## config.mk

```make
export PLATFORM = sky130hd
export DESIGN_NAME = rbm_lane
export DESIGN_NICKNAME = d
export VERILOG_FILES = /design/src/rtl/rbm_pkg.sv /design/src/rtl/rbm_lane.sv
export SDC_FILE = /design/constraint.sdc
export NUM_CORES = 2
export LEC_CHECK = 0
export BUFFER_PORTS_ARGS = -buffer_cell sky130_fd_sc_hd__buf_4
export CAP_MARGIN = 40
export CORE_MARGIN = 3
export CORE_UTILIZATION = 55
export CTS_CLUSTER_SIZE = 14
export DETAILED_ROUTE_END_ITERATION = 8
export PLACE_DENSITY = 0.82
export RECOVER_POWER = 100
export SLEW_MARGIN = 5
export SYNTH_ARGS = -nofsm -noshare
export SYNTH_HDL_FRONTEND = slang
export SYNTH_SLANG_ARGS = --single-unit
```

## constraint.sdc

```tcl
create_clock -name clock -period 24.6 [get_ports clock]
set_input_delay 4.92 -clock clock [delete_from_list [all_inputs] [get_ports clock]]
set_output_delay 4.92 -clock clock [all_outputs]
set_load 0.03 [all_outputs]
```

## src/rtl/rbm_pkg.sv

```systemverilog
// rbm_pkg: shared types and constants for the rgba8 blend modes block
// transaction structs, mode codes and per-lane operand/result records
// no dependencies
package rbm_pkg;

   // cycles from an accepted transaction to its result strobe
   localparam int LATENCY = 12;
   // quotient bits produced by the lane divider
   localparam int QUOT_W  = 9;
   // remainder width inside the divider
   localparam int REM_W   = 27;

   typedef enum logic [3:0] {
      MODE_MIX         = 4'd0,
      MODE_ADD         = 4'd1,
      MODE_SUB         = 4'd2,
      MODE_MUL         = 4'd3,
      MODE_LIGHTEN     = 4'd4,
      MODE_DARKEN      = 4'd5,
      MODE_ERASE_ALPHA = 4'd6,
      MODE_ADD_ALPHA   = 4'd7,
      MODE_INTERP      = 4'd8
   } mode_type;

   // denominator choice of one lane
   typedef enum logic [1:0] {
      DEN_SUM   = 2'd0,
      DEN_255   = 2'd1,
      DEN_65025 = 2'd2
   } den_type;

   // how the merge stage turns a lane quotient into a channel value
   typedef enum logic [2:0] {
      POST_QUOT     = 3'd0,
      POST_PASS     = 3'd1,
      POST_ZERO     = 3'd2,
      POST_SUB_BASE = 3'd3,
      POST_ADD_BASE = 3'd4
   } post_type;

   typedef struct packed {
      logic [7:0] base_red;
      logic [7:0] base_green;
      logic [7:0] base_blue;
      logic [7:0] base_alpha;
      logic [7:0] top_red;
      logic [7:0] top_green;
      logic [7:0] top_blue;
      logic [7:0] top_alpha;
      logic [7:0] mix_factor;
   } req_type;

   typedef struct packed {
      logic [7:0] out_red;
      logic [7:0] out_green;
      logic [7:0] out_blue;
      logic [7:0] out_alpha;
   } rsp_type;

   // lane operands: n = x*c1 +/- y*c2, d chosen by den
   typedef struct packed {
      logic [16:0] x;
      logic [15:0] y;
      logic [7:0]  c1;
      logic [7:0]  c2;
      logic        neg;
      den_type     den;
      post_type    post;
      logic [7:0]  base;
   } lane_op_type;

   // lane outcome handed to the merge stage
   typedef struct packed {
      logic [QUOT_W-1:0] quot;
      logic              clamp;
      post_type          post;
      logic [7:0]        base;
   } lane_res_type;

endpackage

```

## src/rtl/rbm_lane.sv

```systemverilog
// rbm_lane: numerator/denominator stage and pipelined rounding divider
// depends on rbm_pkg
module rbm_lane (
   input  logic                  clock,
   input  rbm_pkg::lane_op_type  op,
   output rbm_pkg::lane_res_type res
);
   import rbm_pkg::*;

   typedef struct packed {
      logic     clamp;
      post_type post;
      logic [7:0] base;
   } meta_type;

   logic [24:0]       prod1;
   logic [24:0]       prod2;
   logic [25:0]       n_val;
   logic [16:0]       d_val;
   logic              clamp_in;

   logic [REM_W-1:0]  rem_ff  [0:QUOT_W];
   logic [17:0]       den_ff  [0:QUOT_W];
   logic [QUOT_W-1:0] quot_ff [0:QUOT_W];
   meta_type          meta_ff [0:QUOT_W];

   // numerator and denominator
   always_comb begin
      prod1    = 25'(op.x) * 25'(op.c1);
      prod2    = 25'(op.y) * 25'(op.c2);
      clamp_in = op.neg && (prod1 < prod2);
      if (op.neg) begin
         n_val = clamp_in ? 26'd0 : 26'(prod1 - prod2);
      end else begin
         n_val = 26'(prod1) + 26'(prod2);
      end
      case (op.den)
         DEN_SUM:   d_val = op.x + 17'(op.y);
         DEN_65025: d_val = 17'd65025;
         default:   d_val = 17'd255;
      endcase
   end

   // rounding: floor((2n + d) / 2d)
   always_ff @(posedge clock) begin
      rem_ff[0]  <= REM_W'({n_val, 1'b0}) + REM_W'(d_val);
      den_ff[0]  <= {d_val, 1'b0};
      quot_ff[0] <= '0;
      meta_ff[0] <= '{clamp: clamp_in, post: op.post, base: op.base};
   end

   // one quotient bit per stage, most significant first
   for (genvar s = 0; s < QUOT_W; s++) begin : g_div
      logic [REM_W-1:0]  trial;
      logic [REM_W-1:0]  rem_in;
      logic [QUOT_W-1:0] quot_in;

      always_comb begin
         trial   = REM_W'(den_ff[s]) << (QUOT_W - 1 - s);
         rem_in  = rem_ff[s];
         quot_in = quot_ff[s];
         if (rem_ff[s] >= trial) begin
            rem_in = rem_ff[s] - trial;
            quot_in[QUOT_W-1-s] = 1'b1;
         end
      end

      always_ff @(posedge clock) begin
         rem_ff[s+1]  <= rem_in;
         den_ff[s+1]  <= den_ff[s];
         quot_ff[s+1] <= quot_in;
         meta_ff[s+1] <= meta_ff[s];
      end
   end

   assign res = '{quot: quot_ff[QUOT_W], clamp: meta_ff[QUOT_W].clamp,
                  post: meta_ff[QUOT_W].post, base: meta_ff[QUOT_W].base};

endmodule

```

# [After elaboration in Yosys (flattened, before gate mapping)]
# Memories as Yosys holds them, arrays and structs flattened.
# Cells that the tools add are included.
[word_totals] ram_bits=660 memories=4 ff_bits=0 word_cells=53
[mem_list] name="rem_ff" depth=10 word_bits=27 read_ports=9 rd_clocked_by_memory_dff=0 write_ports=10 line="rbm_lane.sv:22" text="logic [REM_W-1:0] rem_ff [0:QUOT_W];"
[mem_list] name="den_ff" depth=10 word_bits=18 read_ports=9 rd_clocked_by_memory_dff=0 write_ports=10 line="rbm_lane.sv:23" text="logic [17:0] den_ff [0:QUOT_W];"
[mem_list] name="meta_ff" depth=10 word_bits=12 read_ports=10 rd_clocked_by_memory_dff=0 write_ports=10 line="rbm_lane.sv:25" text="meta_type meta_ff [0:QUOT_W];"
[mem_list] name="quot_ff" depth=10 word_bits=9 read_ports=10 rd_clocked_by_memory_dff=0 write_ports=10 line="rbm_lane.sv:24" text="logic [QUOT_W-1:0] quot_ff [0:QUOT_W];"
[classes] add_sub_neg=13 mul=2 mux=21 eq_ne=1 n_reduce_logical=2 order_cmp=10
[ops] operator="$mux W27" n=9
[ops] operator="$mux W26" n=2
[ops] operator="$pmux W17 S2" n=1
[ops] operator="$add A27 B17 Y27" n=1
[ops] operator="$ge A27 B18 Y1" n=1
[ops] operator="$ge A27 B19 Y1" n=1
[ops] operator="$ge A27 B20 Y1" n=1
[ops] operator="$ge A27 B21 Y1" n=1
[ops] operator="$ge A27 B22 Y1" n=1
[ops] operator="$ge A27 B23 Y1" n=1
[ops] operator="$ge A27 B24 Y1" n=1
[ops] operator="$ge A27 B25 Y1" n=1
[ops] operator="$ge A27 B26 Y1" n=1
[ops] operator="$sub A27 B18 Y27" n=1
[ops] operator="$sub A27 B19 Y27" n=1
[ops] operator="$sub A27 B20 Y27" n=1
[ops] operator="$sub A27 B21 Y27" n=1
[ops] operator="$sub A27 B22 Y27" n=1
[ops] operator="$sub A27 B23 Y27" n=1
[ops] operator="$sub A27 B24 Y27" n=1
[ops] operator="$sub A27 B25 Y27" n=1
[ops] operator="$sub A27 B26 Y27" n=1
[ops] operator="$add A25 B24 Y26" n=1
[ops] operator="$sub A25 B24 Y26" n=1
[ops] operator="other kinds (8)" n=16

# [Longest topological paths before layout]
[depth] depth_word=6 mapped_depth=47 mapped_depth_nobuf=43

# [Worst setup path before layout]
# OpenSTA, ideal clock, no wires.
[synth_path] kind="input -> register" from="input port op[21] (netlist name)" to="memory rem_ff[0][25]" setup_slack_ns=10.649 path_buffers=5 arrival_time_ns=13.879 stages=43 required_ns=24.528 setup_ns=0.072 path_cell_list="clkbuf_1 > nand2_1 > fa_1 > fa_1 > inv_1 > fa_1 > inv_1 > fa_1 > inv_1 > ha_1 > a21oi_1 > o21ai_0 > a41oi_1 > a2111oi_0 > or3_1 > and3_1 > xor2_1 > ha_1 > [... 7 more ...] > or2_0 > clkbuf_1 > clkbuf_1 > nor2_1 > nor2_1 > ha_1 > fa_1 > a21o_1 > a21oi_1 > o21a_1 > nor3_1 > a211oi_1 > o41ai_1 > and2_1 > o21a_1 > o211ai_1 > nor4_1 > xnor2_1"
[synth_rtl] item="from (decl)" line="rbm_lane.sv:5" text="input rbm_pkg::lane_op_type op,"
[synth_rtl] item="to (decl)" line="rbm_lane.sv:22"

==> results.txt <==
routability cong.: 0.964
syn_nets: 4112
FILL cells: 4923
IO buf count: 84
synth cell count leaders: dfxtp_1, inv_1, ha_1, a21oi_1, nand2_1
drt via density: 5.53
largest cells by area after synthesis: dfxtp_1, ha_1, fa_1
hpwl dp: 58400 um
count leader, synth: dfxtp_1
drt drc: 0
top_reg_cell synth: dfxtp_1
CTS buffer count: 53
First-pass DRT Iterations: 6
Die W: 251 um
vias: 24500
CTS root buffer: clkbuf_16
Max Used Layer: met4
synthesized area: 0.0330 sq mm
Least-Margin Pin Slew: 1.47 ns
WS Path Type: in2reg
post-synth top area cell: dfxtp_1
Metal-1 WL: 27600 um
TNS Setup: 0 ns
antenna cell count: 0
clk_lat worst skew: 0.59 ns
most frequent CP cell: fa_1
Tcrit/Tclk final: 61.7%
clk buf depth: 3
GRT overflow: 0
nets@finish: 4193
Worst EP required: 25.12 ns
endpoints failing setup: 0
Final Util: 60.8%
Die Ht: 251 um
Routed WL per cell: 16.6 um
cells after synthesis: 3541
Synth cell types: 105
Worst Skew: 0.0142 ns
status: finished, final reports clean
Final ANT Viol Nets: 0
Layout Area Growth over Synthesis: 9.05%
vias in the first global route: 25200
RSZ-0062 raised after global routing: false
sequential area share after synthesis: 33.5%
Initial DRC Count: 1256
hold crit path type: reg2reg
critical path arrival: 15.71 ns
clock-pin slew on the worst setup and hold paths: 0.06 ns
Core Box Area: 0.0592 sq mm
htree depth: 2
global-route wire length before repair: 121000 um
kind of start point of the critical path: input pin
#FFs+latches synth: 552
yosys warns: 0
Non-Filler Instances: 4434
hold_buf cts: 0
number of flops mapped to enable cells by yosys: 0
GR Util All Layers: 23.4%
# IOs: 85
Max-cap violations: 0
CP max FO: 16
fmax: 65.9 MHz
post-synthesis area per instance: 9.32 sq um
Async S/R FF share, synth: 0%
largest net degree at the start of global routing: 49
post-CTS sizing: 0
layout cells sized above 1: 7.43%
postcts setup bufs: 0
Slew headroom: 2.10%
final WL: 73500 um
Final Hold Vio Count: 0
die area: 0.0630 sq mm
WL met3: 2970 um
Min Clock Period, post-route: 15.18 ns
top cell type's share of synthesized area: 33.5%
routed length on met2: 38600 um
initial core utilization: 55.7%
Slowest-stage cell, CP: a2111oi_0
critical path endpoint category: flip-flop
CTS tree: yes
Cells after DPL: 4340
Row Count: 89
Sink Count: 552
hold slack final: 0.322 ns
crit-path max cell delay: 0.73 ns
Final Max Tran Viols: 0
initial antenna violation count: 0
-- cells by family (layout without fill, tap and decap cells) --
logic type | after synthesis | in the layout | share of synthesized area [%]
simple gates | 977 | 977 | 15.3
compound gates | 701 | 701 | 14.0
flops | 552 | 552 | 33.5
buf+inv | 542 | 662 | 6.40
fa+ha+maj | 507 | 507 | 23.4
xor+xnor | 199 | 199 | 5.28
mux | 63 | 63 | 2.13
-- state kept, by name, indices dropped and copies added, names as in the netlist --
register / cells
den_ff: 144
meta_ff: 120
quot_ff: 45
rem_ff: 243
-- worst paths after layout --
check,start,end,slack (ns),cells after the start
max,op[18],rem_ff[0][23],9.42,40
min,quot_ff[6][3],quot_ff[7][3],0.32,0
max reg2reg,rem_ff[6][0],rem_ff[7][7],20.00,14
min reg2reg,quot_ff[6][3],quot_ff[7][3],0.32,0
-- stage by stage --
| step | area [sq um] | setup slack [ns] |
|---|---|---|
| CTS | 36100 | 9.75 |
| global route | 36000 | 8.42 |
| global placement | 34300 | 9.30 |
| floorplan | 33000 | 10.65 |
| finish | 36000 | 9.42 |
| detailed placement | 34400 | 9.11 |
-- layout by cell type (no fill, tap or decap), types with 13 or more instances in the layout --
cell type	count
a211oi_1	23
o21a_1	24
clkbuf_1	37
nor2_1	212
nand2b_1	19
xnor2_1	131
a31oi_1	26
and2_1	204
fa_1	186
and3_1	17
nand2_1	215
nor3_1	67
nor4_1	26
mux2_2	57
o21bai_1	32
inv_1	470
a21boi_0	18
nor2b_1	28
clkinv_2	13
nand3_1	54
buf_4	52
clkbuf_16	53
o21ai_0	111
or3_1	34
nand4_1	29
a21oi_1	232
o31ai_1	23
ha_1	321
a31o_2	13
dfxtp_1	552
a21o_1	80
xor2_1	68
-- layer usage --
metal / GRT usage [%] / vias up
met1: 24.7 / 11600
met3: 3.09 / 194
met2: 45.1 / 581
met4: 12.4 / 0
met5: 0 / -
li1: - / 12100
-- critical path: cells and delay by family --
| kind | cells | cell delay, ns |
|---|---|---|
| xor gates and xnor gates | 2 | 0.37 |
| adders and majority gates | 8 | 3.20 |
| buffers and inverters | 5 | 1.19 |
| AOI/OAI and AO/OA | 13 | 3.08 |
| and+or+nand+nor | 12 | 2.92 |
-- layout make-up --
type	instances	area, sq um	share of cell area (%)
inverter	473	1780	4.93
clock buffer	68	1460	4.06
multi-input combinational	2447	19900	55.1
timing repair buffer	95	602	1.67
clock inverter	26	295	0.820
sequential	552	11100	30.7
tap	773	967	2.69
Power is left out: the tool's default activity adds up to more than one toggle a clock period on the data nets, which glitch-free logic cannot reach.
