===== src/rtl/rbm_pkg.sv =====
// rbm_pkg: shared types and constants for the rgba8 blend modes block
// transaction structs, mode codes and per-lane operand/result records
// no dependencies
package rbm_pkg;

   // cycles from an accepted transaction to its result strobe
   localparam int LATENCY = 12;
   // quotient bits produced by the lane divider
   localparam int QUOT_W  = 9;
   // remainder width inside the divider
   localparam int REM_W   = 27;

   typedef enum logic [3:0] {
      MODE_MIX         = 4'd0,
      MODE_ADD         = 4'd1,
      MODE_SUB         = 4'd2,
      MODE_MUL         = 4'd3,
      MODE_LIGHTEN     = 4'd4,
      MODE_DARKEN      = 4'd5,
      MODE_ERASE_ALPHA = 4'd6,
      MODE_ADD_ALPHA   = 4'd7,
      MODE_INTERP      = 4'd8
   } mode_type;

   // denominator choice of one lane
   typedef enum logic [1:0] {
      DEN_SUM   = 2'd0,
      DEN_255   = 2'd1,
      DEN_65025 = 2'd2
   } den_type;

   // how the merge stage turns a lane quotient into a channel value
   typedef enum logic [2:0] {
      POST_QUOT     = 3'd0,
      POST_PASS     = 3'd1,
      POST_ZERO     = 3'd2,
      POST_SUB_BASE = 3'd3,
      POST_ADD_BASE = 3'd4
   } post_type;

   typedef struct packed {
      logic [7:0] base_red;
      logic [7:0] base_green;
      logic [7:0] base_blue;
      logic [7:0] base_alpha;
      logic [7:0] top_red;
      logic [7:0] top_green;
      logic [7:0] top_blue;
      logic [7:0] top_alpha;
      logic [7:0] mix_factor;
   } req_type;

   typedef struct packed {
      logic [7:0] out_red;
      logic [7:0] out_green;
      logic [7:0] out_blue;
      logic [7:0] out_alpha;
   } rsp_type;

   // lane operands: n = x*c1 +/- y*c2, d chosen by den
   typedef struct packed {
      logic [16:0] x;
      logic [15:0] y;
      logic [7:0]  c1;
      logic [7:0]  c2;
      logic        neg;
      den_type     den;
      post_type    post;
      logic [7:0]  base;
   } lane_op_type;

   // lane outcome handed to the merge stage
   typedef struct packed {
      logic [QUOT_W-1:0] quot;
      logic              clamp;
      post_type          post;
      logic [7:0]        base;
   } lane_res_type;

endpackage


===== src/rtl/rbm_setup.sv =====
// rbm_setup: per-lane operand selection for one channel, registered
// depends on rbm_pkg
module rbm_setup (
   input  logic                clock,
   input  logic [7:0]          cb,
   input  logic [7:0]          ct,
   input  logic [7:0]          ab,
   input  logic [7:0]          at,
   input  logic [7:0]          factor,
   input  logic [3:0]          mode,
   input  logic                is_alpha,
   output rbm_pkg::lane_op_type op_ff
);
   import rbm_pkg::*;

   lane_op_type op_in;
   logic [7:0]  mt;
   logic [7:0]  mf;
   logic [15:0] mt_ab;
   logic [15:0] t_255;
   logic [15:0] mf_ab;
   logic [15:0] f_at;
   logic [16:0] mul_x;
   logic        w_zero;
   logic [7:0]  c_max;
   logic [7:0]  c_min;

   // shared first-level products
   always_comb begin
      mt     = 8'd255 - at;
      mf     = 8'd255 - factor;
      mt_ab  = {8'd0, mt} * {8'd0, ab};
      t_255  = {8'd0, at} * 16'd255;
      mf_ab  = {8'd0, mf} * {8'd0, ab};
      f_at   = {8'd0, factor} * {8'd0, at};
      // multiply weight: 255*mt + t*ct, at most 255*255
      mul_x  = 17'(mt) * 17'd255 + 17'(at) * 17'(ct);
      w_zero = ((mf == 8'd0) || (ab == 8'd0)) && ((factor == 8'd0) || (at == 8'd0));
      c_max  = (cb > ct) ? cb : ct;
      c_min  = (cb < ct) ? cb : ct;
   end

   // operand decode per mode
   always_comb begin
      op_in      = '0;
      op_in.den  = DEN_255;
      op_in.post = POST_PASS;
      op_in.base = is_alpha ? ab : cb;
      if (mode == MODE_INTERP) begin
         op_in.x = 17'(mf_ab);
         op_in.y = f_at;
         if (is_alpha) begin
            op_in.c1   = 8'd1;
            op_in.c2   = 8'd1;
            op_in.post = w_zero ? POST_ZERO : POST_QUOT;
         end else begin
            op_in.c1   = cb;
            op_in.c2   = ct;
            op_in.den  = DEN_SUM;
            op_in.post = w_zero ? POST_PASS : POST_QUOT;
         end
      end else if (at != 8'd0) begin
         unique case (mode)
            MODE_MIX: begin
               op_in.x = 17'(mt_ab);
               op_in.y = t_255;
               op_in.post = POST_QUOT;
               if (is_alpha) begin
                  op_in.c1 = 8'd1;
                  op_in.c2 = 8'd1;
               end else begin
                  op_in.c1  = cb;
                  op_in.c2  = ct;
                  op_in.den = DEN_SUM;
               end
            end
            MODE_ADD, MODE_SUB: begin
               if (!is_alpha) begin
                  op_in.x    = 17'd255;
                  op_in.y    = {8'd0, at};
                  op_in.c1   = cb;
                  op_in.c2   = ct;
                  op_in.neg  = (mode == MODE_SUB);
                  op_in.post = POST_QUOT;
               end
            end
            MODE_MUL: begin
               if (!is_alpha) begin
                  op_in.x    = mul_x;
                  op_in.c1   = cb;
                  op_in.den  = DEN_65025;
                  op_in.post = POST_QUOT;
               end
            end
            MODE_LIGHTEN, MODE_DARKEN: begin
               if (!is_alpha) begin
                  op_in.x    = {9'd0, mt};
                  op_in.y    = {8'd0, at};
                  op_in.c1   = cb;
                  op_in.c2   = (mode == MODE_LIGHTEN) ? c_max : c_min;
                  op_in.post = POST_QUOT;
               end
            end
            MODE_ERASE_ALPHA, MODE_ADD_ALPHA: begin
               if (is_alpha) begin
                  op_in.x    = {9'd0, at};
                  op_in.c1   = at;
                  op_in.post = (mode == MODE_ERASE_ALPHA) ? POST_SUB_BASE : POST_ADD_BASE;
               end
            end
            default: begin
               op_in.post = POST_PASS;
            end
         endcase
      end
   end

   always_ff @(posedge clock) begin
      op_ff <= op_in;
   end

endmodule


===== config.mk =====
export PLATFORM = sky130hd
export DESIGN_NAME = rbm_setup
export DESIGN_NICKNAME = d
export VERILOG_FILES = /design/src/rtl/rbm_pkg.sv /design/src/rtl/rbm_setup.sv
export SDC_FILE = /design/constraint.sdc
export NUM_CORES = 1
export LEC_CHECK = 0
export ABC_AREA = 1
export BUFFER_PORTS_ARGS = -buffer_cell sky130_fd_sc_hd__buf_2
export CORE_UTILIZATION = 45
export CTS_BUF_LIST = sky130_fd_sc_hd__clkbuf_2 sky130_fd_sc_hd__clkbuf_4 sky130_fd_sc_hd__clkbuf_8
export DETAILED_ROUTE_END_ITERATION = 8
export SYNTH_ARGS = -nofsm -noshare
export SYNTH_HDL_FRONTEND = slang
export SYNTH_SLANG_ARGS = --single-unit

===== constraint.sdc =====
create_clock -name clock -period 15.35 [get_ports clock]
set_input_delay 1.535 -clock clock [delete_from_list [all_inputs] [get_ports clock]]
set_output_delay 1.535 -clock clock [all_outputs]
set_load 0.1 [all_outputs]

# After elaboration in Yosys (flattened, before gate mapping)
# Cells that the tools add are included.
classes:
  n_addsub: 3
  mul: 6
  order_cmp: 2
  n_eq_ne: 8
  n_mux: 29
  bitwise: 2
  n_reduce_logical: 15
ops:
  columns: ["op", "count"]
  rows:
  - ["one-hot mux 17 bit (5 select lines)", 1]
  - ["multiplier 8 x 8 -> 16 bit", 4]
  - ["2-to-1 mux 8 bit", 7]
  - ["2-to-1 mux 54 bit", 1]
  - ["2-to-1 mux 48 bit", 1]
  - ["one-hot mux 16 bit (3 select lines)", 1]
  - ["2-to-1 mux 41 bit", 1]
  - ["2-to-1 mux 40 bit", 1]
  - ["one-hot mux 8 bit (5 select lines)", 1]
  - ["logical NOT 8 bit", 4]
  - ["multiplier 8 x 8 -> 16 bit, second input constant", 2]
  - ["one-hot mux 8 bit (3 select lines)", 1]
  - ["adder 16 x 16 -> 17 bit", 1]
  - ["2-to-1 mux 17 bit", 1]
  - ["== test 4 x 3 -> 1 bit, second input constant", 4]
  - ["2-to-1 mux 16 bit", 1]
  - ["subtractor 8 bit, first input constant", 2]
  - ["one-hot mux 3 bit (4 select lines)", 1]
  - ["2-to-1 mux 5 bit", 2]
  - ["== test 4 x 2 -> 1 bit, second input constant", 2]
  - ["> comparator 8 bit", 1]
  - ["< comparator 8 bit", 1]
  - ["nonzero test 8 bit", 1]
  - ["OR reduction 2 bit", 4]
  - ["other kinds (11)", 19]
word_totals:
  regBits: 63
  input_bits: 46
  out_inout_bits: 63
  wordCells: 74

# Logic depth before layout (Yosys ltp)
depth:
  depth_word: 7
  depth_mapped: 27

# Least setup slack after synthesis
# No wires, ideal clock.
synth_timing:
  path_kind: "in2reg"
  start: "input port at[6]"
  end: "register op_ff[61] (netlist bit)"
  setup_ns: 0.116
  t_arrival_ns: 6.321
  required_time_ns: 15.234
  slack_ns: 8.913
  stages: 23
  cell_sequence: "clkbuf_1 clkbuf_1 nand2_1 fa_1 inv_1 fa_1 fa_1 fa_1 fa_1 inv_1 fa_1 inv_1 ha_1 a21oi_1 nor2_1 nor2_1 nor2_1 nor2_1 nand3_1 nand3_1 nand2_1 nand2_1 nand2_1"
synth_lines:
  columns: ["item", "line", "text"]
  rows:
  - ["from (decl)", "rbm_setup.sv:8", "input logic [7:0] at,"]
  - ["to (signal assigned)", "rbm_setup.sv:119", "op_ff <= op_in;"]
  - ["to (decl)", "rbm_setup.sv:12", "output rbm_pkg::lane_op_type op_ff"]

==> impl_results.md <==
* Die height at approximately 180 um
* Rel. slew slack at 0.3478
* Status: finished, final reports clean
* Total power at approximately 2700 uW
* First-pass GRT wire length at a little over 70 mm
* Filler cells at 3334
* Cell Area, Synth at 0.01483 sq mm
* Share of cells above drive strength 1 at 0.06943
* Cell Pwr Density at roughly 170 mW/mm^2
* DRT iter0 DRCs at between 900 and 1000
* Worst slack at placement at just over 8 ns
* Clock buffer depth at 2
* Die area at around 0.034 sq mm
* Worst-path clk slew at about 0.090 ns
* Die Wd at about 180 um
* Routability cong. at between 0.9 and 1
* #FFs+latches synth at 63
* Slew @ Worst Pin at a little under 1 ns
* EDFF count, synth at 0
* Final instance area at 0.01590 sq mm
* CTS root buffer: clkbuf_8
* Initial Utilization at 0.4569
* TNS Setup at 0 ns
* Diodes inserted at 0
* Peak supply drop at 0.0001790 V
* Cts bufs inserted at 9
* Worst Hold Class: in -> reg
* Crit Path Class: in -> reg
* Crit path capture type: flop
* 1st-pass router iterations at 7
* RSZ-0062 raised after global routing: no
* Antenna Nets Post-Route at 0
* Worst Path Max Fanout at 26
* Ys flop type: dfxtp_1
* Period minus WS final at slightly below 7 ns
* Area grow syn2layout at 7.257%
* Largest cells by area after synthesis: fa_1 31%, ha_1 18%, inv_1 12%
* CTS resizes at 0
* Top flop regs: op_ff x63
* Synthesized Nets at around 2500
* Worst EP required at between 15 and 20 ns
* Buffers added on ports at between 100 and 150
* Vias/cell at 5.130
* Core ar. at about 0.032 sq mm
* Final setup viols at 0
* Startpoint Class: primary input
* Cell Count, Final, Fillers Out at ~2500
* Avg Cell Area, Syn at 7.410 sq um
* Static leakage at 0.009336 uW
* Total Routed Length at between 40 and 50 mm
* Max-slew violations at 0
* Vias at approximately 13000
* YS warnings at 0
* Initial antenna violation count at 0
* WP data arrival at slightly above 7 ns
* Area after DPL at 0.01572 sq mm
* Top reg by flops: op_ff
* Max reg flops at 63
* Reg area at 0.001261 sq mm
* Commonest cells after routing, fill and taps aside: 470 x inv_1, 470 x nand2_1, 226 x fa_1
* Clock tree sinks at 63
* Vias in the first global route at about 13000
* Dominant cell type by area after synthesis: fa_1
* Area share of the largest cell type after synthesis at 0.3051
* Placed insts at 2500
* Footprint of the multi-input gates at ~0.012 sq mm
* Ys async rst share at 0
* # rows at 66
* Htree depth at 3
* Register area share after synthesis at 0.08506
* Post-CTS Hold Fix Bufs at 0
* DP HPWL at approximately 36 mm
* Final hold violation count at 0
* Routed length per instance at around 18 um
* Gr usage total at 0.2774
* Fmax at 146.5 MHz
* Top Ports at between 100 and 150
* Largest net degree at the start of global routing at 31
* CTS tree: done
* Fin worst setup slack at 8.523 ns
* Max cap viols at 0
* Final nets at ~2600
* Post-CTS Setup Bufs at 0
* DRC at 0
* Distinct cells, synth at 43
* Fin crit share at 0.4447
* Grt ovf at 0
* Syn Inst Count at between 2000 and 2500
-- final timing paths --
check                 startpoint        end  slack (ns)  cells past startpoint
worst min-delay path       cb[0]  op_ff[22]        1.44                      3
worst max-delay path       at[0]  op_ff[56]        8.52                     21
-- cells by family after synthesis --
logic type,synth area share
and+or+nand+nor,0.1985
buffers and inverters,0.1366
adders and majority gates,0.4882
AOI/OAI and AO/OA,0.08362
DFF,0.08506
xor gates and xnor gates,0.007679
other,0.0002529
-- cells in the mapped netlist, types with 2 or more instances --
master	number
inv_1	470
nand2_1	470
fa_1	226
ha_1	217
nor2_1	146
o21ai_0	95
a21oi_1	76
nand3_1	73
dfxtp_1	63
clkbuf_1	46
a211oi_1	11
nand4_1	10
nor3_1	10
o22ai_1	7
xnor2_1	7
xor2_1	6
a21o_1	5
buf_2	5
o21ai_1	5
a31oi_1	4
nand3b_1	4
nor2_4	4
a22o_1	3
clkinv_1	3
nand2_2	3
nand4_2	3
o21a_1	3
o21bai_1	3
a21boi_0	2
buf_1	2
buf_4	2
buf_6	2
inv_2	2
o211ai_1	2
o31ai_1	2
o32ai_1	2
-- per-stage QoR --
step | hold slack [ns] | util
after global placement | 1.810 | 0.4845
after detailed placement | 1.816 | 0.4845
after CTS | 1.432 | 0.4901
final | 1.437 | 0.4901
after global routing | 1.441 | 0.4901
after floorplan | 1.612 | -
-- per-layer routing --
| metal | part of all wire | global-route usage | wire length, um | vias to the layer above |
|---|---|---|---|---|
| met5 | 0 | 0 | 0 | - |
| met4 | 0.028 | 0.07967 | 1245 | 0 |
| met3 | 0.058 | 0.03150 | 2591 | 52 |
| met2 | 0.46 | 0.4565 | 20430 | 426 |
| met1 | 0.46 | 0.3834 | 20270 | 6196 |
| li1 | - | - | - | 6232 |
-- worst max-delay path, cell delays in order --
cell and delay (ns):
buf_2 0.48, inv_1 0.42, fa_1 0.63, inv_1 0.05, fa_1 0.50, inv_1 0.05
fa_1 0.55, fa_1 0.43, fa_1 0.49, inv_1 0.05, fa_1 0.47, inv_1 0.05
ha_1 0.32, a21oi_1 0.19, nor2_1 0.08, nor2_1 0.09, nand2_1 0.07, o21ai_0 0.30
o21ai_0 0.15, nand2_1 0.08, nand2_1 0.07
-- where the power goes --
part / total, uW / switching (uW) / internal [uW] / leakage, uW
Sequential: 195 / 9.14 / 186 / 0.000517
Combinational: 2330 / 1530 / 797 / 0.00873
Clock: 148 / 87.4 / 60.4 / 0.0000902
Total: 2670 / 1630 / 1040 / 0.00934
-- layout make-up --
class | instances | share of cell area
multi-input cells | 1406 | 0.7257
inverters | 475 | 0.1121
clock inverters | 7 | 0.003540
clock buffers | 9 | 0.007789
repair buffers | 114 | 0.03682
flip-flops and latches | 63 | 0.07930
well taps | 442 | 0.03477
No activity file was read; power rests on OpenSTA's default activity.
