**src/rtl/rbm_pkg.sv**
```systemverilog
// rbm_pkg: shared types and constants for the rgba8 blend modes block
// transaction structs, mode codes and per-lane operand/result records
// no dependencies
package rbm_pkg;

   // cycles from an accepted transaction to its result strobe
   localparam int LATENCY = 12;
   // quotient bits produced by the lane divider
   localparam int QUOT_W  = 9;
   // remainder width inside the divider
   localparam int REM_W   = 27;

   typedef enum logic [3:0] {
      MODE_MIX         = 4'd0,
      MODE_ADD         = 4'd1,
      MODE_SUB         = 4'd2,
      MODE_MUL         = 4'd3,
      MODE_LIGHTEN     = 4'd4,
      MODE_DARKEN      = 4'd5,
      MODE_ERASE_ALPHA = 4'd6,
      MODE_ADD_ALPHA   = 4'd7,
      MODE_INTERP      = 4'd8
   } mode_type;

   // denominator choice of one lane
   typedef enum logic [1:0] {
      DEN_SUM   = 2'd0,
      DEN_255   = 2'd1,
      DEN_65025 = 2'd2
   } den_type;

   // how the merge stage turns a lane quotient into a channel value
   typedef enum logic [2:0] {
      POST_QUOT     = 3'd0,
      POST_PASS     = 3'd1,
      POST_ZERO     = 3'd2,
      POST_SUB_BASE = 3'd3,
      POST_ADD_BASE = 3'd4
   } post_type;

   typedef struct packed {
      logic [7:0] base_red;
      logic [7:0] base_green;
      logic [7:0] base_blue;
      logic [7:0] base_alpha;
      logic [7:0] top_red;
      logic [7:0] top_green;
      logic [7:0] top_blue;
      logic [7:0] top_alpha;
      logic [7:0] mix_factor;
   } req_type;

   typedef struct packed {
      logic [7:0] out_red;
      logic [7:0] out_green;
      logic [7:0] out_blue;
      logic [7:0] out_alpha;
   } rsp_type;

   // lane operands: n = x*c1 +/- y*c2, d chosen by den
   typedef struct packed {
      logic [16:0] x;
      logic [15:0] y;
      logic [7:0]  c1;
      logic [7:0]  c2;
      logic        neg;
      den_type     den;
      post_type    post;
      logic [7:0]  base;
   } lane_op_type;

   // lane outcome handed to the merge stage
   typedef struct packed {
      logic [QUOT_W-1:0] quot;
      logic              clamp;
      post_type          post;
      logic [7:0]        base;
   } lane_res_type;

endpackage

```
**src/rtl/rbm_merge.sv**
```systemverilog
// rbm_merge: saturation, clamping and packing of the four lane results
// depends on rbm_pkg
module rbm_merge (
   input  logic                  clock,
   input  rbm_pkg::lane_res_type lane_res [4],
   output rbm_pkg::rsp_type      rsp_ff
);
   import rbm_pkg::*;

   logic [7:0] chan [4];
   rsp_type    rsp_in;

   // final value of each channel
   always_comb begin
      for (int i = 0; i < 4; i++) begin
         case (lane_res[i].post)
            POST_QUOT: begin
               if (lane_res[i].clamp) begin
                  chan[i] = 8'd0;
               end else if (lane_res[i].quot[QUOT_W-1]) begin
                  chan[i] = 8'd255;
               end else begin
                  chan[i] = lane_res[i].quot[7:0];
               end
            end
            POST_ZERO: chan[i] = 8'd0;
            POST_SUB_BASE: begin
               chan[i] = (9'(lane_res[i].base) > lane_res[i].quot)
                         ? 8'(9'(lane_res[i].base) - lane_res[i].quot) : 8'd0;
            end
            POST_ADD_BASE: begin
               chan[i] = ((10'(lane_res[i].base) + 10'(lane_res[i].quot)) > 10'd255)
                         ? 8'd255 : 8'(lane_res[i].base + lane_res[i].quot[7:0]);
            end
            default: chan[i] = lane_res[i].base;
         endcase
      end
      rsp_in = '{out_red: chan[0], out_green: chan[1], out_blue: chan[2],
                 out_alpha: chan[3]};
   end

   always_ff @(posedge clock) begin
      rsp_ff <= rsp_in;
   end

endmodule
```
**config.mk**
```make
export PLATFORM = sky130hd
export DESIGN_NAME = rbm_merge
export DESIGN_NICKNAME = d
export VERILOG_FILES = /design/src/rtl/rbm_pkg.sv /design/src/rtl/rbm_merge.sv
export SDC_FILE = /design/constraint.sdc
export NUM_CORES = 1
export LEC_CHECK = 0
export BUFFER_PORTS_ARGS = -buffer_cell sky130_fd_sc_hd__buf_4
export CELL_PAD_IN_SITES_DETAIL_PLACEMENT = 1
export CELL_PAD_IN_SITES_GLOBAL_PLACEMENT = 1
export CORE_AREA = 2 2 108 110
export DETAILED_ROUTE_END_ITERATION = 8
export DIE_AREA = 0 0 110 112
export GPL_TIMING_DRIVEN = 0
export PLACE_DENSITY = 0.88
export RECOVER_POWER = 25
export SYNTH_ARGS = -nofsm -noshare
export SYNTH_HDL_FRONTEND = slang
export SYNTH_SLANG_ARGS = --single-unit
```
**constraint.sdc**
```tcl
create_clock -name clock -period 9.1 [get_ports clock]
set_input_delay 1.82 -clock clock [delete_from_list [all_inputs] [get_ports clock]]
set_output_delay 1.82 -clock clock [all_outputs]
set_load 0.02 [all_outputs]
```
Yosys cells after proc, flatten, opt, wreduce, memory -nomap -nowiden
Index checks and enable logic that the tools add are counted.
{"block": "op_classes", "addsub": 12, "n_mul": 0, "n_div": 0, "n_lt_le_gt_ge": 8, "n_eq_ne": 12, "shifts": 0, "muxes": 20, "n_bitwise": 0, "reduce_logical": 4}
{"operator": "2-to-1 mux 8 bit", "count": 16}
{"operator": "case mux 8 bit (4 select lines)", "count": 4}
{"operator": "adder 8 x 9 -> 10 bit", "count": 4}
{"operator": "> comparator 10 x 8 -> 1 bit, second input constant", "count": 4}
{"operator": "> comparator 8 x 9 -> 1 bit", "count": 4}
{"operator": "adder 8 bit", "count": 4}
{"operator": "subtractor 8 bit", "count": 4}
{"operator": "== test 3 x 2 -> 1 bit, second input constant", "count": 8}
{"operator": "== test 3 bit, second input constant", "count": 4}
{"operator": "zero test 3 bit", "count": 4}
{"block": "totals", "reg_bits": 32, "latch_bits": 0, "mem_bits_rw": 0, "mem_bits_ro": 0, "memories": 0}

Depth between registers and ports, before layout
Gate-level depths: netlist (run 1).
{"block": "depth", "word_depth": 4, "depth_mapped": 10, "depth_no_buf": 10}

Worst setup path before layout (run 1)
Ideal clock, no wire load.
{"block": "synth_timing", "path_type": "input-to-reg", "startpoint": "in lane_res[42] in the netlist's numbering", "endpoint": "reg rsp_ff[22] in the netlist's numbering", "arrival_time_ns": 4.113, "setup_slack_ns": 4.866, "cell_stages": 10, "n_path_buf": 1, "path_cell_list": "ha_1 inv_1 fa_1 o21bai_4 a211oi_1 or3_1 or4_4 buf_6 a21o_1 a221o_1"}
{"element": "from (decl)", "line": "rbm_merge.sv:5", "source": "input rbm_pkg::lane_res_type lane_res [4],"}
{"element": "to (signal assigned)", "line": "rbm_merge.sv:43", "source": "rsp_ff <= rsp_in;"}
{"element": "to (decl)", "line": "rbm_merge.sv:6", "source": "output rbm_pkg::rsp_type rsp_ff"}

==> flow_summary.ini, run 1 <==
[power]
power_switching_mw = 0.269
pwr-share-comb_pct = 47.6
p_leak_nw = 2.66
clock_power_share_pct = 29.1
power_frac_seq_pct = 23.3
intPower_mw = 0.431
irDropWorstVdd_mv = 0.0785
power.density_nw_per_um2 = 119
swShare_pct = 38.5

[place]
routabilityCongestion = 0.911
io_buffers = 116
dpl.hpwl_um = 12400

[logic_synthesis]
async_flop_share_pct = 0
synth_area_leader_cell = ha_1
ys_top_cells_by_area = ha_1, dfxtp_1, xnor2_1
netlist_instances = 622
ys_seq_area_share_pct = 13.6
ys.flop_type = dfxtp_1
synth-seq-cells = 32
synth.top_cell.area_share_pct = 16.9
synth_edf_count = 0
syn-num-nets = 779
yosysUniqueCellTypes = 64
synth_warnings = 0
syn_area_um2 = 4720
syn_area_per_cell_um2 = 7.60

[route]
vias = 5095
via_per_inst = 5.73
drt-total-wl_um = 15600
drc = 0
drt-initial-drc-count = 209
first_pass_iters = 4
ant_nets = 0
wl_per_cell_um = 17.6

[layout]
final_cell_mix = buf_4, inv_1, ha_1
nets = 902
diodes = 0
layout_commonest_cell = buf_4
layout-drive-gt1-share_pct = 18.2
seq_area_um2 = 641
largest_register_ffs = 32
regMostFlops = rsp_ff
multiInputGateArea_um2 = 3710
largest_registers = rsp_ff (32)
syn_to_final_growth_pct = 24.7
nFillCells = 1453

[min_path]
worstHoldStart = lane_res[5]
min_path_type = primary input to flip-flop

[setup_path]
max_stage_delay_ns = 0.52
endpoint_kind = flip-flop
start_kind = primary input
crit_type = primary input to flip-flop
critPathLaunch = lane_res[54]
arrival_ns = 4.40
slowest_stage = or4_4
crit_chain = buf_4 > ha_1 > inv_1 > fa_1 > o21bai_4 > a211oi_1 > or3_1 > or4_4 > buf_6 > a21o_1 > a221o_1
worst_ep_required_time_ns = 9.27
worstPathMaxFanout = 8

[floorplanning]
pin_count = 117
core_um2 = 11200
start_util_pct = 42.3
die_h_um = 112
die_w_um = 110
core.rowCount = 39
dieArea_um2 = 12300

[clock_tree]
cts_setup_buffers = 0
cts_max_path_buffers = 2
cts_resized = 0
cts_hold_buf = 0
clockRootBuffer = clkbuf_16
cts_sinks = 32
htreeDepth = 2
path_clk_slew_ns = 0.06
cts_tree = done
numCtsBuffers = 5

[grt]
antenna_found_initial = 0
grt_pass1_vias = 5419
grt_pass1_wl_um = 25400
grt_use_total_pct = 25.8
grt-ovfl-total = 0
grt_max_degree = 11

[timing]
fin_crit_ns = 4.23
fmax_mhz = 236
hold-worst-slack_ns = 1.77
tightest_slew_ns = 1.23
period_share_pct = 46.5
rsz0062_at_grt = false
slew_headroom_pct = 17.9
setup_viol = 0
tns_ns = 0
report.final.slew_viol_count = 0
finalHoldViolations = 0

[job]
maxCapViolCount = 0

[run_status]
outcome = completed
[path summary, 6_finish.rpt]
path | endpoint | slack (ns) | cells after the start
max | rsp_ff[22] | 4.87 | 11
min | rsp_ff[5] | 1.77 | 3
[cells in the mapped netlist (all sizes together), types with 7 or more instances]
cell type,instances
a21boi,7
a21oi,40
a221o,9
clkbuf,22
dfxtp,32
fa,8
ha,64
inv,68
nand2,34
nand4,14
nor2,46
nor2b,14
nor3,15
o211ai,15
o21a,13
o21ai,44
o21bai,10
o22ai,7
xnor2,31
xor2,10
[cell type report]
class	count	share of cell area [%]
buffer	26	2.17
clock buffer	6	2.19
clock inverter	2	0.595
inverter	68	4.33
multi-input combinational	496	63.0
sequential	32	10.9
tap	143	3.04
timing repair buffer	116	13.8
[critical path, delay by kind of cell]
| kind | cells | cell delay (ns) |
|---|---|---|
| AO/OA/AOI/OAI | 4 | 0.79 |
| buffers and inverters | 3 | 0.32 |
| AND/OR/NAND/NOR | 2 | 0.87 |
| adder cells (fa/ha/maj) | 2 | 0.61 |
[metal layers]
layer	up-vias	GRT usage, %	wire [um]
met4	0	10.6	358
met1	2418	30.3	6450
li1	2483	-	-
met5	-	0	0
met3	28	3.51	871
met2	166	45.9	7930
[kinds of logic (layout without fill, tap and decap cells)]
family                     count (synthesis)  in the layout  share of synthesized area [%]
xor gates and xnor gates                  41             41                           7.60
AOI/OAI and AO/OA                        202            202                           29.4
adders and majority gates                 72             72                           20.3
and+or+nand+nor                          174            174                           19.5
muxes                                      7              7                           1.56
DFF                                       32             32                           13.6
buffers and inverters                     94            218                           8.10
[stage by stage]
step	setup slack (ns)	utilization, %	power [mW]	cells	cell area (um2)
after global routing	4.76	52.7	0.746	889	5890
after floorplan	4.87	-	0.381	622	4720
final	4.87	52.7	0.700	889	5890
after CTS	4.88	53.1	0.712	889	5940
after global placement	4.61	51.7	0.489	881	5770
after detailed placement	4.59	51.7	0.502	881	5770
[power by group through the flow]
| stage | sequential, mW | combinational [mW] | clock [mW] |
|---|---|---|---|
| 6_report | 0.163 | 0.333 | 0.204 |
| 5_1_grt | 0.165 | 0.366 | 0.214 |
| 2_1_floorplan | 0.189 | 0.192 | 0 |
| 3_5_place_dp | 0.167 | 0.335 | 0 |
| 3_3_place_gp | 0.166 | 0.323 | 0 |
| 4_1_cts | 0.164 | 0.338 | 0.210 |
Note: power is estimated with default switching activity, not from simulation.
==> inputs of run 2 (changes only) <==
- ABC_AREA: unset -> 1
- CORE_AREA: 2 2 108 110 -> 2 2 121 123
- DIE_AREA: 0 0 110 112 -> 0 0 123 125
- PLACE_DENSITY: 0.88 -> 0.81
- clock period: 9.1 -> 4.06 ns (I/O delays scaled with it)
==> run 2 against run 1 <==
  * First-iteration DRC count increased by 8.6%
  * Synthesized cell count increased by 38%
  * Non-clock buffer count decreased by 10
  * Combinational power increased by 140%
  * Sequential power increased by 120%
  * Critical path type unchanged
==> flow_summary.ini, run 2 <==
[power]
swShare_pct = 42.0
power_switching_mw = 0.655
power.density_nw_per_um2 = 244
pwr-share-comb_pct = 50.4
p_leak_nw = 3.46
clock_power_share_pct = 26.4
irDropWorstVdd_mv = 0.178
power_frac_seq_pct = 23.2
intPower_mw = 0.905

[logic_synthesis]
ys_seq_area_share_pct = 12.3
async_flop_share_pct = 0
synth.top_cell.area_share_pct = 15.3
synth-seq-cells = 32
synth_edf_count = 0
ys.flop_type = dfxtp_1
netlist_instances = 858
synth_area_leader_cell = ha_1
yosysMostFrequentCell = nand2_1
syn_area_um2 = 5220
synth_warnings = 0
syn-num-nets = 1015
syn_area_per_cell_um2 = 6.09
ys_top_cells_by_area = ha_1, nand2_1, dfxtp_1
ys_top_cells_by_count = nand2_1, inv_1, nor2_1
yosysUniqueCellTypes = 36

[setup_path]
worstPathMaxFanout = 6
worst_path_dominant_cell_family = simple AND/OR/NAND/NOR gates
cp_common_cell = nand2_1
slowest_stage = fa_1
crit_type = primary input to flip-flop
crit_chain = buf_4 > ha_1 > inv_1 > fa_1 > inv_1 > nand2_1 > nand2_1 > nand2_1 > nand3_1 > nand3_2 > o21bai_1 > nand4_1
crit_buf_inv = 3
start_kind = primary input
max_stage_delay_ns = 0.41
worst_ep_required_time_ns = 4.22
endpoint_kind = flip-flop
arrival_ns = 2.60

[floorplanning]
die_w_um = 123
die_h_um = 125
pin_count = 117
start_util_pct = 36.8
dieArea_um2 = 15400
core_um2 = 14200
core.rowCount = 44

[layout]
nFillCells = 2003
instances_no_fill = 1164
syn_to_final_growth_pct = 22.7
largest_register_ffs = 32
layout-drive-gt1-share_pct = 17.1
final_cell_mix = nand2_1, inv_1, buf_4
layout_commonest_cell = nand2_1
diodes = 0
largest_registers = rsp_ff (32)
nets = 1137
regMostFlops = rsp_ff

[min_path]
min_path_type = primary input to flip-flop
worstHoldStart = lane_res[7]
whs_path_depth = 3
min_to = rsp_ff[7]

[timing]
fin_crit_ns = 2.44
setup_viol = 0
hold-worst-slack_ns = 0.759
rsz0062_at_grt = false
finalHoldViolations = 0
report.final.slew_viol_count = 0
period_share_pct = 60.2
slew_headroom_pct = 24.4
fmax_mhz = 409
tns_ns = 0
tightest_slew_ns = 1.13
fin_ws_ns = 1.62

[clock_tree]
cts_hold_buf = 0
path_clk_slew_ns = 0.06
cts_setup_buffers = 0
cts_sinks = 32
cts_max_path_buffers = 2
cts_tree = done
clockRootBuffer = clkbuf_16
numCtsBuffers = 5
cts_resized = 0
htreeDepth = 2

[route]
vias = 5870
drt-total-wl_um = 17400
drc = 0
wl_per_cell_um = 15.0
via_per_inst = 5.04
ant_nets = 0
drt-initial-drc-count = 227
first_pass_iters = 4

[grt]
antenna_found_initial = 0
grt-ovfl-total = 0
grt_pass1_vias = 6036
grt_pass1_wl_um = 28600
grt_use_total_pct = 23.2
grt_max_degree = 11

[place]
placed_cells = 1157
pre_cts_ws_ns = 1.35
dpl.hpwl_um = 14400
routabilityCongestion = 0.871
io_buffers = 115

[job]
maxCapViolCount = 0

[run_status]
outcome = completed
## run 2: changes by cell type in the layout (fill, tap and decap cells not counted), sizes merged, moves of 15 or more
| cell | delta |
|---|---|
| nand2 | +184 |
| nor2 | +34 |
| nand4 | +17 |
| xor2 | +19 |
| xnor2 | -29 |
| nand3 | +76 |
| clkbuf | -20 |
| o211ai | -15 |
| inv | +78 |
## run 2: worst max path at each step
stage / startpoint / to / slack [ns] / depth (start not counted)
final: lane_res[21] / rsp_ff[8] / 1.62 / 12
after global routing: lane_res[54] / rsp_ff[23] / 1.47 / 11
after CTS: lane_res[21] / rsp_ff[8] / 1.63 / 12
after detailed placement: lane_res[42] / rsp_ff[18] / 1.35 / 11
after global placement: lane_res[42] / rsp_ff[18] / 1.37 / 11
after floorplan: lane_res[42] / rsp_ff[16] / 1.77 / 10
## run 2: logic make-up after synthesis
logic type,share of synthesized area (%)
simple gates,39.1
buf+inv,13.1
compound gates,12.0
fa+ha+maj,18.4
flops,12.3
xor+xnor,5.20
## run 2: through the flow
step	total power, mW	util, %	cell area, um2
finish	1.56	45.1	6410
floorplan	0.882	-	5220
detailed placement	1.17	44.5	6320
global placement	1.16	44.5	6320
CTS	1.60	45.5	6470
global route	1.69	45.1	6410
## run 2: cell type report
class                      instances  area (um2)  share of cell area (%)
multi-input combinational        663        3900                    60.9
timing repair buffer             115         803                    12.5
sequential                        32         641                    10.0
inverter                         146         548                    8.55
tap                              184         230                    3.59
clock buffer                       7         153                    2.38
buffer                            17         134                    2.09
## run 2: worst min-delay path, cell delays in order
cell     delay [ns]
buf_4          0.09
nand2_1        0.05
nand3_1        0.06
## run 2: power by group through the flow
stage	clock (mW)	combinational (mW)	sequential (mW)
after floorplan	0	0.464	0.418
after global placement	0	0.786	0.369
after detailed placement	0	0.802	0.370
after CTS	0.429	0.806	0.363
after global routing	0.438	0.882	0.366
final	0.412	0.787	0.362
## run 2: layer usage
layer  global-route usage [%]  wire length, um  up-vias
met5                        0                0        -
met4                     6.48              357        0
met3                     4.24              842       30
met2                     40.9             8440      122
met1                     28.5             7810     2723
li1                         -                -     2995
